`src/design/hnsc_pkg.sv`:
```
// shared types, constants and lookups for the host name syntax checker
package hnsc_pkg;

  localparam int MAX_LABEL_LENGTH = 63;
  localparam int LH_LEN           = 9;
  localparam int QUAD_MAX_VALUE   = 255;
  localparam int QUAD_MAX_DIGITS  = 3;
  localparam int QUAD_SEGMENTS    = 4;
  localparam int SEG_COUNT_MAX    = 7;
  localparam int LABEL_COUNT_MAX  = 3;

  typedef enum logic [1:0] {
    KIND_REJECT    = 2'd0,
    KIND_LOCALHOST = 2'd1,
    KIND_QUAD      = 2'd2,
    KIND_DOMAIN    = 2'd3
  } host_kind_t;

  typedef struct packed {
    logic       seen_any_char;
    logic       only_digit_dot_hyphen;
    logic       has_hyphen;
    logic [3:0] localhost_match_pos;
    logic       localhost_mismatch;
    logic [2:0] quad_segment_count;
    logic [2:0] quad_segment_length;
    logic [9:0] quad_segment_value;
    logic       quad_leading_zero;
    logic       quad_error;
    logic [6:0] label_length;
    logic [1:0] label_dots;
    logic       prev_was_dot;
    logic       prev_was_hyphen;
    logic       first_was_dot;
    logic       domain_error;
  } hnsc_state_t;

  localparam hnsc_state_t STATE_INIT = '{
    seen_any_char:         1'b0,
    only_digit_dot_hyphen: 1'b1,
    has_hyphen:            1'b0,
    localhost_match_pos:   4'd0,
    localhost_mismatch:    1'b0,
    quad_segment_count:    3'd0,
    quad_segment_length:   3'd0,
    quad_segment_value:    10'd0,
    quad_leading_zero:     1'b0,
    quad_error:            1'b0,
    label_length:          7'd0,
    label_dots:            2'd0,
    prev_was_dot:          1'b0,
    prev_was_hyphen:       1'b0,
    first_was_dot:         1'b0,
    domain_error:          1'b0
  };

  function automatic logic [7:0] lh_char(input logic [3:0] pos);
    logic [7:0] c;
    unique case (pos)
      4'd0:    c = "l";
      4'd1:    c = "o";
      4'd2:    c = "c";
      4'd3:    c = "a";
      4'd4:    c = "l";
      4'd5:    c = "h";
      4'd6:    c = "o";
      4'd7:    c = "s";
      4'd8:    c = "t";
      default: c = 8'h00;
    endcase
    return c;
  endfunction

endpackage

```
`src/design/hnsc_char_if.sv`:
```
// handshake channel carrying one host string byte per word
interface hnsc_char_if;
  logic       valid;
  logic       ready;
  logic [7:0] char_byte;
  logic       no_char;
  logic       last;

  modport source (output valid, output char_byte, output no_char, output last, input ready);
  modport sink   (input valid, input char_byte, input no_char, input last, output ready);
endinterface

```
`src/design/hnsc_verdict_if.sv`:
```
// handshake channel carrying one host verdict per word
interface hnsc_verdict_if;
  logic       valid;
  logic       ready;
  logic       host_ok;
  logic [1:0] host_kind;

  modport source (output valid, output host_ok, output host_kind, input ready);
  modport sink   (input valid, input host_ok, input host_kind, output ready);
endinterface

```
`src/design/hnsc_step.sv`:
```
// per-byte tracker update and end-of-host judgement
module hnsc_step
  import hnsc_pkg::*;
(
  input  hnsc_state_t cur,
  input  logic [7:0]  char_byte,
  input  logic        no_char,
  output hnsc_state_t nxt,
  output host_kind_t  kind
);

  logic       is_dot;
  logic       is_hyph;
  logic       is_dig;
  logic       is_alnum;
  logic       seg_bad;
  logic [2:0] seg_count_inc;
  logic       end_seg_bad;
  logic [2:0] end_count_inc;
  logic       fin_quad_error;
  logic [2:0] fin_quad_count;

  always_comb begin
    is_dot   = (char_byte == ".");
    is_hyph  = (char_byte == "-");
    is_dig   = (char_byte >= "0") && (char_byte <= "9");
    is_alnum = is_dig || ((char_byte >= "a") && (char_byte <= "z")) ||
               ((char_byte >= "A") && (char_byte <= "Z"));

    // segment close on a dot
    seg_bad = (cur.quad_segment_length == 3'd0) ||
              (cur.quad_segment_length > 3'(QUAD_MAX_DIGITS)) ||
              (cur.quad_leading_zero && (cur.quad_segment_length > 3'd1)) ||
              (cur.quad_segment_value > 10'(QUAD_MAX_VALUE));
    seg_count_inc = (cur.quad_segment_count < 3'(SEG_COUNT_MAX)) ?
                    cur.quad_segment_count + 3'd1 : cur.quad_segment_count;

    nxt = cur;
    if (!no_char) begin
      if (!cur.seen_any_char && is_dot) begin
        nxt.first_was_dot = 1'b1;
      end
      nxt.seen_any_char = 1'b1;

      if ((cur.localhost_match_pos < 4'(LH_LEN)) &&
          (char_byte == lh_char(cur.localhost_match_pos))) begin
        nxt.localhost_match_pos = cur.localhost_match_pos + 4'd1;
      end else begin
        nxt.localhost_mismatch = 1'b1;
      end

      if (is_hyph) begin
        nxt.has_hyphen = 1'b1;
      end else if (is_dot) begin
        nxt.quad_segment_count  = seg_count_inc;
        nxt.quad_error          = cur.quad_error || seg_bad ||
                                  (seg_count_inc > 3'(QUAD_SEGMENTS));
        nxt.quad_segment_length = 3'd0;
        nxt.quad_segment_value  = 10'd0;
        nxt.quad_leading_zero   = 1'b0;
      end else if (is_dig) begin
        if ((cur.quad_segment_length == 3'd0) && (char_byte == "0")) begin
          nxt.quad_leading_zero = 1'b1;
        end
        if (cur.quad_segment_length < 3'(QUAD_MAX_DIGITS)) begin
          nxt.quad_segment_value = 10'(cur.quad_segment_value * 10'd10) +
                                   10'(char_byte[3:0]);
        end
        if (cur.quad_segment_length < 3'(QUAD_MAX_DIGITS + 1)) begin
          nxt.quad_segment_length = cur.quad_segment_length + 3'd1;
        end
      end else begin
        nxt.only_digit_dot_hyphen = 1'b0;
      end

      if (is_dot) begin
        if ((cur.label_length == 7'd0) || cur.prev_was_hyphen) begin
          nxt.domain_error = 1'b1;
        end
        if (cur.label_dots < 2'(LABEL_COUNT_MAX)) begin
          nxt.label_dots = cur.label_dots + 2'd1;
        end
        nxt.label_length = 7'd0;
      end else if (is_hyph || is_alnum) begin
        if (is_hyph && (cur.label_length == 7'd0)) begin
          nxt.domain_error = 1'b1;
        end
        if (cur.label_length >= 7'(MAX_LABEL_LENGTH)) begin
          nxt.domain_error = 1'b1;
        end else begin
          nxt.label_length = cur.label_length + 7'd1;
        end
      end else begin
        nxt.domain_error = 1'b1;
      end

      nxt.prev_was_dot    = is_dot;
      nxt.prev_was_hyphen = is_hyph;
    end

    // closing the open segment at the end of the host
    end_seg_bad = (nxt.quad_segment_length == 3'd0) ||
                  (nxt.quad_segment_length > 3'(QUAD_MAX_DIGITS)) ||
                  (nxt.quad_leading_zero && (nxt.quad_segment_length > 3'd1)) ||
                  (nxt.quad_segment_value > 10'(QUAD_MAX_VALUE));
    end_count_inc = (nxt.quad_segment_count < 3'(SEG_COUNT_MAX)) ?
                    nxt.quad_segment_count + 3'd1 : nxt.quad_segment_count;
    if (nxt.prev_was_dot) begin
      fin_quad_error = nxt.quad_error;
      fin_quad_count = nxt.quad_segment_count;
    end else begin
      fin_quad_error = nxt.quad_error || end_seg_bad ||
                       (end_count_inc > 3'(QUAD_SEGMENTS));
      fin_quad_count = end_count_inc;
    end

    priority if (!nxt.seen_any_char) begin
      kind = KIND_REJECT;
    end else if (!nxt.localhost_mismatch &&
                 (nxt.localhost_match_pos == 4'(LH_LEN))) begin
      kind = KIND_LOCALHOST;
    end else if (nxt.only_digit_dot_hyphen) begin
      kind = (!nxt.has_hyphen && !fin_quad_error &&
              (fin_quad_count == 3'(QUAD_SEGMENTS))) ? KIND_QUAD : KIND_REJECT;
    end else if (nxt.first_was_dot || nxt.prev_was_dot || nxt.prev_was_hyphen ||
                 nxt.domain_error || (nxt.label_length == 7'd0)) begin
      kind = KIND_REJECT;
    end else begin
      kind = (nxt.label_dots >= 2'd1) ? KIND_DOMAIN : KIND_REJECT;
    end
  end

endmodule

```
`src/design/host_name_syntax_check.sv`:
```
// host name syntax checker: byte stream in, one verdict word per host out
// path: the input byte register, the tracker update, then the registered verdict word
// throughput: one byte word per cycle unless the stall below holds input, set by the single tracker update stage
// a verdict word waiting at the output stalls input only when another last word
// is ready to finish; rst clears all tracker state and both valid flags
module host_name_syntax_check
  import hnsc_pkg::*;
(
  input logic           clk,
  input logic           rst,
  hnsc_char_if.sink     chars,
  hnsc_verdict_if.source verdict
);

  logic        s1_valid;
  logic [7:0]  s1_char_byte;
  logic        s1_no_char;
  logic        s1_last;
  logic        s1_adv;
  hnsc_state_t state;
  hnsc_state_t state_next;
  host_kind_t  step_kind;
  logic        out_valid;
  host_kind_t  out_kind;

  hnsc_step u_step (
    .cur       (state),
    .char_byte (s1_char_byte),
    .no_char   (s1_no_char),
    .nxt       (state_next),
    .kind      (step_kind)
  );

  assign s1_adv      = s1_valid && (!s1_last || !out_valid || verdict.ready);
  assign chars.ready = !s1_valid || s1_adv;

  always_ff @(posedge clk) begin
    if (rst) begin
      s1_valid  <= 1'b0;
      out_valid <= 1'b0;
      state     <= STATE_INIT;
    end else begin
      if (chars.ready) begin
        s1_valid <= chars.valid;
      end
      if (s1_adv) begin
        state <= s1_last ? STATE_INIT : state_next;
      end
      if (s1_adv && s1_last) begin
        out_valid <= 1'b1;
      end else if (verdict.ready) begin
        out_valid <= 1'b0;
      end
    end
  end

  always_ff @(posedge clk) begin
    if (chars.valid && chars.ready) begin
      s1_char_byte <= chars.char_byte;
      s1_no_char   <= chars.no_char;
      s1_last      <= chars.last;
    end
    if (s1_adv && s1_last) begin
      out_kind <= step_kind;
    end
  end

  assign verdict.valid     = out_valid;
  assign verdict.host_ok   = (out_kind != KIND_REJECT);
  assign verdict.host_kind = out_kind;

endmodule
```
`src/flat_wrapper.sv`:
```
// flat-port wrapper written by rule: the top's interface ports become plain ports
module host_name_syntax_check_flat import hnsc_pkg::*;
  (clk, rst, chars_valid, chars_char_byte, chars_no_char, chars_last, chars_ready, verdict_valid, verdict_host_ok, verdict_host_kind, verdict_ready);
  hnsc_char_if chars_i ();
  hnsc_verdict_if verdict_i ();
  input logic clk;
  input logic rst;
  input wire logic [$bits(chars_i.valid)-1:0] chars_valid;
  input wire logic [$bits(chars_i.char_byte)-1:0] chars_char_byte;
  input wire logic [$bits(chars_i.no_char)-1:0] chars_no_char;
  input wire logic [$bits(chars_i.last)-1:0] chars_last;
  output wire logic [$bits(chars_i.ready)-1:0] chars_ready;
  output wire logic [$bits(verdict_i.valid)-1:0] verdict_valid;
  output wire logic [$bits(verdict_i.host_ok)-1:0] verdict_host_ok;
  output wire logic [$bits(verdict_i.host_kind)-1:0] verdict_host_kind;
  input wire logic [$bits(verdict_i.ready)-1:0] verdict_ready;
  assign chars_i.valid = chars_valid;
  assign chars_i.char_byte = chars_char_byte;
  assign chars_i.no_char = chars_no_char;
  assign chars_i.last = chars_last;
  assign chars_ready = chars_i.ready;
  assign verdict_valid = verdict_i.valid;
  assign verdict_host_ok = verdict_i.host_ok;
  assign verdict_host_kind = verdict_i.host_kind;
  assign verdict_i.ready = verdict_ready;
  host_name_syntax_check u_core (.clk(clk), .rst(rst), .chars(chars_i), .verdict(verdict_i));
endmodule
```
`config.mk`:
```
export PLATFORM = sky130hd
export DESIGN_NAME = host_name_syntax_check_flat
export DESIGN_NICKNAME = d
export VERILOG_FILES = /design/src/design/hnsc_pkg.sv /design/src/design/hnsc_char_if.sv /design/src/design/hnsc_verdict_if.sv /design/src/design/hnsc_step.sv /design/src/design/host_name_syntax_check.sv /design/src/flat_wrapper.sv
export SDC_FILE = /design/constraint.sdc
export NUM_CORES = 1
export LEC_CHECK = 0
export ABC_AREA = 1
export ABC_CLOCK_PERIOD_IN_PS = 3300
export BUFFER_PORTS_ARGS = -buffer_cell sky130_fd_sc_hd__buf_2
export CAP_MARGIN = 20
export CORE_UTILIZATION = 24
export DETAILED_ROUTE_END_ITERATION = 8
export PLACE_DENSITY = 0.37
export SKIP_LAST_GASP = 1
export SLEW_MARGIN = 20
export SYNTH_ARGS = -nofsm -noshare
export SYNTH_HDL_FRONTEND = slang
export SYNTH_SLANG_ARGS = --single-unit
```
`constraint.sdc`:
```
create_clock -name clk -period 3.3 [get_ports clk]
set_input_delay 0.165 -clock clk [delete_from_list [all_inputs] [get_ports clk]]
set_output_delay 0.165 -clock clk [all_outputs]
set_load 0.1 [all_outputs]
```
==> impl_table.tex <==
\begin{tabular}{lr}
\hline
Metric & Value \\
\hline
\multicolumn{2}{l}{\textbf{Power and ir drop}} \\
\quad Total power divided by cell area & 409.7 mW/mm\^{}2 \\
\quad Static Leakage & 2.341 nW \\
\quad Overall power & about 2.0 mW \\
\quad Worst vdd ir & 0.0002865 V \\
\multicolumn{2}{l}{\textbf{Floorplan}} \\
\quad Site row count & 47 \\
\quad DIE AREA & 0.01788 mm\^{}2 \\
\quad Core Region & 0.01676 mm\^{}2 \\
\quad Die Span Y & roughly 130 um \\
\quad Die X-Extent & 133.7 um \\
\quad Effective utilization at floorplan & 24.84\% \\
\quad \# IOs & 19 \\
\multicolumn{2}{l}{\textbf{Worst hold path}} \\
\quad Worst hold path class & input port to register \\
\quad Hold-critical path endpoint & u\_core.s1\_valid \\
\quad Worst hold stages & 3 \\
\quad Hold Crit Start & chars\_valid \\
\multicolumn{2}{l}{\textbf{Route}} \\
\quad Met2 WL post-DR & 5084 um \\
\quad Via total after detailed routing & approximately 3800 \\
\quad Number of remaining DRC errors & 0 \\
\quad WL met1 & 5751 um \\
\quad Initial DRT Pass Iterations & 4 \\
\quad Top routing layer in use & met4 \\
\quad Detail-routed net length per standard cell & 12.79 um \\
\quad Number of nets still failing antenna checks after routing & 0 \\
\quad Initial drt markers & 153 \\
\quad Drt via density & approximately 4.3 \\
\quad Routed met3 length & 262 um \\
\quad Drt total wl & 11190 um \\
\multicolumn{2}{l}{\textbf{STA}} \\
\quad Final period utilization & just under 90\% \\
\quad Crit path time final & 2.868 ns \\
\quad Total negative slack for setup checks & 0 ns \\
\quad Worst slew pin tran & 0.6282 ns \\
\quad Final worst clock skew & between 0.009 and 0.01 ns \\
\quad Top achievable clock speed & approximately 0.35 GHz \\
\quad Final number of max-transition violations & 0 \\
\quad Unrepaired setup endpoints after global routing & no \\
\quad Setup-failing EPs final & 0 \\
\quad Min setup slack post-route & 0.4324 ns \\
\quad Headroom to the max-slew limit & 57.80\% \\
\quad Hold violation total from the final report & 0 \\
\multicolumn{2}{l}{\textbf{Cells and area}} \\
\quad Final instance area & 0.004957 mm\^{}2 \\
\quad Multi-input gate area in the final layout & 0.002494 mm\^{}2 \\
\quad Fillers & 1830 \\
\quad Area used by sequential logic in the layout & 0.001301 mm\^{}2 \\
\quad Most common cell after layout, fill and taps aside & nand2\_1 \\
\quad Ant. Diodes & 0 \\
\quad Total Nets Final & 691 \\
\quad Commonest cells after routing, fill and taps aside & nand2\_1 (196), inv\_1 (74), a21oi\_1 (47), dfxtp\_1 (47), nor2\_1 (43) \\
\quad Layout cell share with drive strength beyond 1 & between 10\% and 20\% \\
\quad Area Growth Syn to Fin & 19.09\% \\
\multicolumn{2}{l}{\textbf{Placement}} \\
\quad Worst Setup Slack post-DPL & 0.4389 ns \\
\quad Placed wire-length estimate & 8527 um \\
\quad GP Congestion & 0.8397 \\
\quad Count of input and output buffers & 18 \\
\quad Total cell area at the placement stage & roughly 0.0045 mm\^{}2 \\
\multicolumn{2}{l}{\textbf{Setup path}} \\
\quad End of the worst register-to-register path & u\_core.verdict.host\_kind[1] \\
\quad Top fanout value on the critical path & 4 \\
\quad Crit start category & register \\
\quad Critical path data required time & 3.49 ns \\
\quad Critical path class & register to register \\
\quad Worst reg2reg startpoint & u\_core.state[16] \\
\quad Logic depth of the worst register-to-register path & 17 \\
\quad Endpoint kind of the worst setup timing path & register \\
\quad R2R Setup Slk & 0.43 ns \\
\quad Arrival time of the worst setup path & 3.06 ns \\
\multicolumn{2}{l}{\textbf{CTS}} \\
\quad Clock root buffer & clkbuf\_16 \\
\quad Sink Count & 59 \\
\quad Clock tree from TritonCTS & built \\
\quad Worst-path clk slew & 0.06 ns \\
\quad Bufs on Longest Clock Path & 2 \\
\quad Clock latency on the worst-skew pair & 0.34 ns \\
\quad Setup repair bufs after CTS & 0 \\
\quad Htree depth & 3 \\
\quad CTS Buf Count & 9 \\
\multicolumn{2}{l}{\textbf{Logic synthesis}} \\
\quad Warnings from Yosys & 0 \\
\quad Leading cell types by total area after synthesis & dfxtp\_1 (23\%), nand2\_1 (18\%), edfxtp\_1 (8.7\%) \\
\quad Post-synthesis instance total & just over 600 \\
\quad Per-instance average area after synthesis & 6.758 um\^{}2 \\
\quad Share of the synthesized area in the top cell type & 22.60\% \\
\quad Post-synthesis register bit count & 59 \\
\quad Cell type with the highest aggregate area in the netlist & dfxtp\_1 \\
\quad Number of distinct library cells after synthesis & 45 \\
\quad Seq/Total Area, Yosys & 31.26\% \\
\quad Net count after synthesis & 657 \\
\quad Cell area after synthesis & 0.004163 mm\^{}2 \\
\multicolumn{2}{l}{\textbf{Global routing}} \\
\quad Number of global-route vias before repair & 3875 \\
\quad Antenna violations before repair & 0 \\
\quad Pin count of the biggest net entering global routing & 32 \\
\quad Aggregate global routing overflow & 0 \\
\quad GRT Resource Usage Total & 13.63\% \\
\quad First-pass GRT wire length & around 19000 um \\
\multicolumn{2}{l}{\textbf{Run status}} \\
\quad Outcome & complete, no violations \\
\multicolumn{2}{l}{\textbf{Run}} \\
\quad Max-cap check violation count & 0 \\
\hline
\end{tabular}
[how the worst max path moves through the flow]
stage | startpoint | end | slack [ns]
after floorplan | u_core.verdict.valid | u_core.s1_char_byte[0] | 0.56
after global placement | u_core.state[16] | u_core.verdict.host_kind[1] | 0.48
after detailed placement | u_core.state[16] | u_core.verdict.host_kind[1] | 0.44
after CTS | u_core.state[16] | u_core.verdict.host_kind[1] | 0.42
after global routing | u_core.state[16] | u_core.verdict.host_kind[1] | 0.21
final | u_core.state[16] | u_core.verdict.host_kind[1] | 0.43
[synth_stat cells, drive strengths merged]
cell	number
nand2	207
clkinv	1
a21oi	49
a211o	1
o21bai	1
edfxtp	12
xnor2	5
a22oi	3
nor3b	1
inv	83
nor4	1
o211ai	1
nor2	48
nand4	15
dfxtp	47
or2	7
o2111ai	1
nand3b	5
ha	25
clkbuf	8
nand3	46
o22ai	1
a2bb2oi	1
o21ai	26
a21boi	1
fa	2
xor2	5
buf	3
o31ai	2
nor3	5
a31oi	3
[layout make-up]
| cell class | instances | share of cell area (%) |
|---|---|---|
| clock buffers | 11 | 4.695 |
| clock inverters | 5 | 2.070 |
| inverters | 84 | 6.386 |
| multi-input cells | 462 | 50.30 |
| flip-flops and latches | 59 | 26.25 |
| well taps | 220 | 5.553 |
| repair buffers | 34 | 4.745 |
[metal layers]
metal  vias up  GRT usage (%)
met3         6          2.968
met1      1696          18.01
met5         -              0
met2        39          22.31
li1       2065              -
met4         0          3.535
[repair_timing]
item                      4_1_cts  5_1_grt
hold buffers                    9        1
gates resized for setup         0        0
hold endpoints to repair        9        1
[worst max-delay path, cell delays in order (launching register included)]
cell,delay [ns]
dfxtp_1,0.41
ha_1,0.27
ha_1,0.24
fa_1,0.55
nand2_1,0.07
inv_1,0.06
nand4_1,0.10
a21oi_1,0.19
nand2_1,0.09
nand2_1,0.07
nand2_1,0.05
o21ai_1,0.13
nand2_1,0.09
nor2_1,0.10
nand2_1,0.07
nand2_1,0.06
nand2_1,0.06
a21oi_2,0.12
[stage by stage]
stage / instances / utilization [%] / hold WS, ns
floorplan: 616 / - / 0.2639
global placement: 849 / 26.98 / 0.3412
detailed placement: 849 / 26.98 / 0.3431
CTS: 874 / 29.52 / 0.001208
global route: 875 / 29.58 / 0.1341
finish: 875 / 29.58 / 0.1112
[kinds of logic (layout without fill, tap and decap cells)]
logic type      count (synthesis)  count (layout)  share of synthesized area (%)
simple gates                  335             335                          36.25
buf+inv                        95             134                          8.837
compound gates                 90              90                          13.08
flops                          59              59                          31.26
fa+ha+maj                      27              27                          8.476
xor+xnor                       10              10                          2.104
[power breakdown]
part | switching [mW] | leakage [nW] | internal, mW
sequential | 0.0152 | 0.497 | 0.750
combinational | 0.121 | 1.68 | 0.0574
clock | 0.351 | 0.160 | 0.737
total | 0.487 | 2.34 | 1.54
Power figures use the tool's default switching activity.
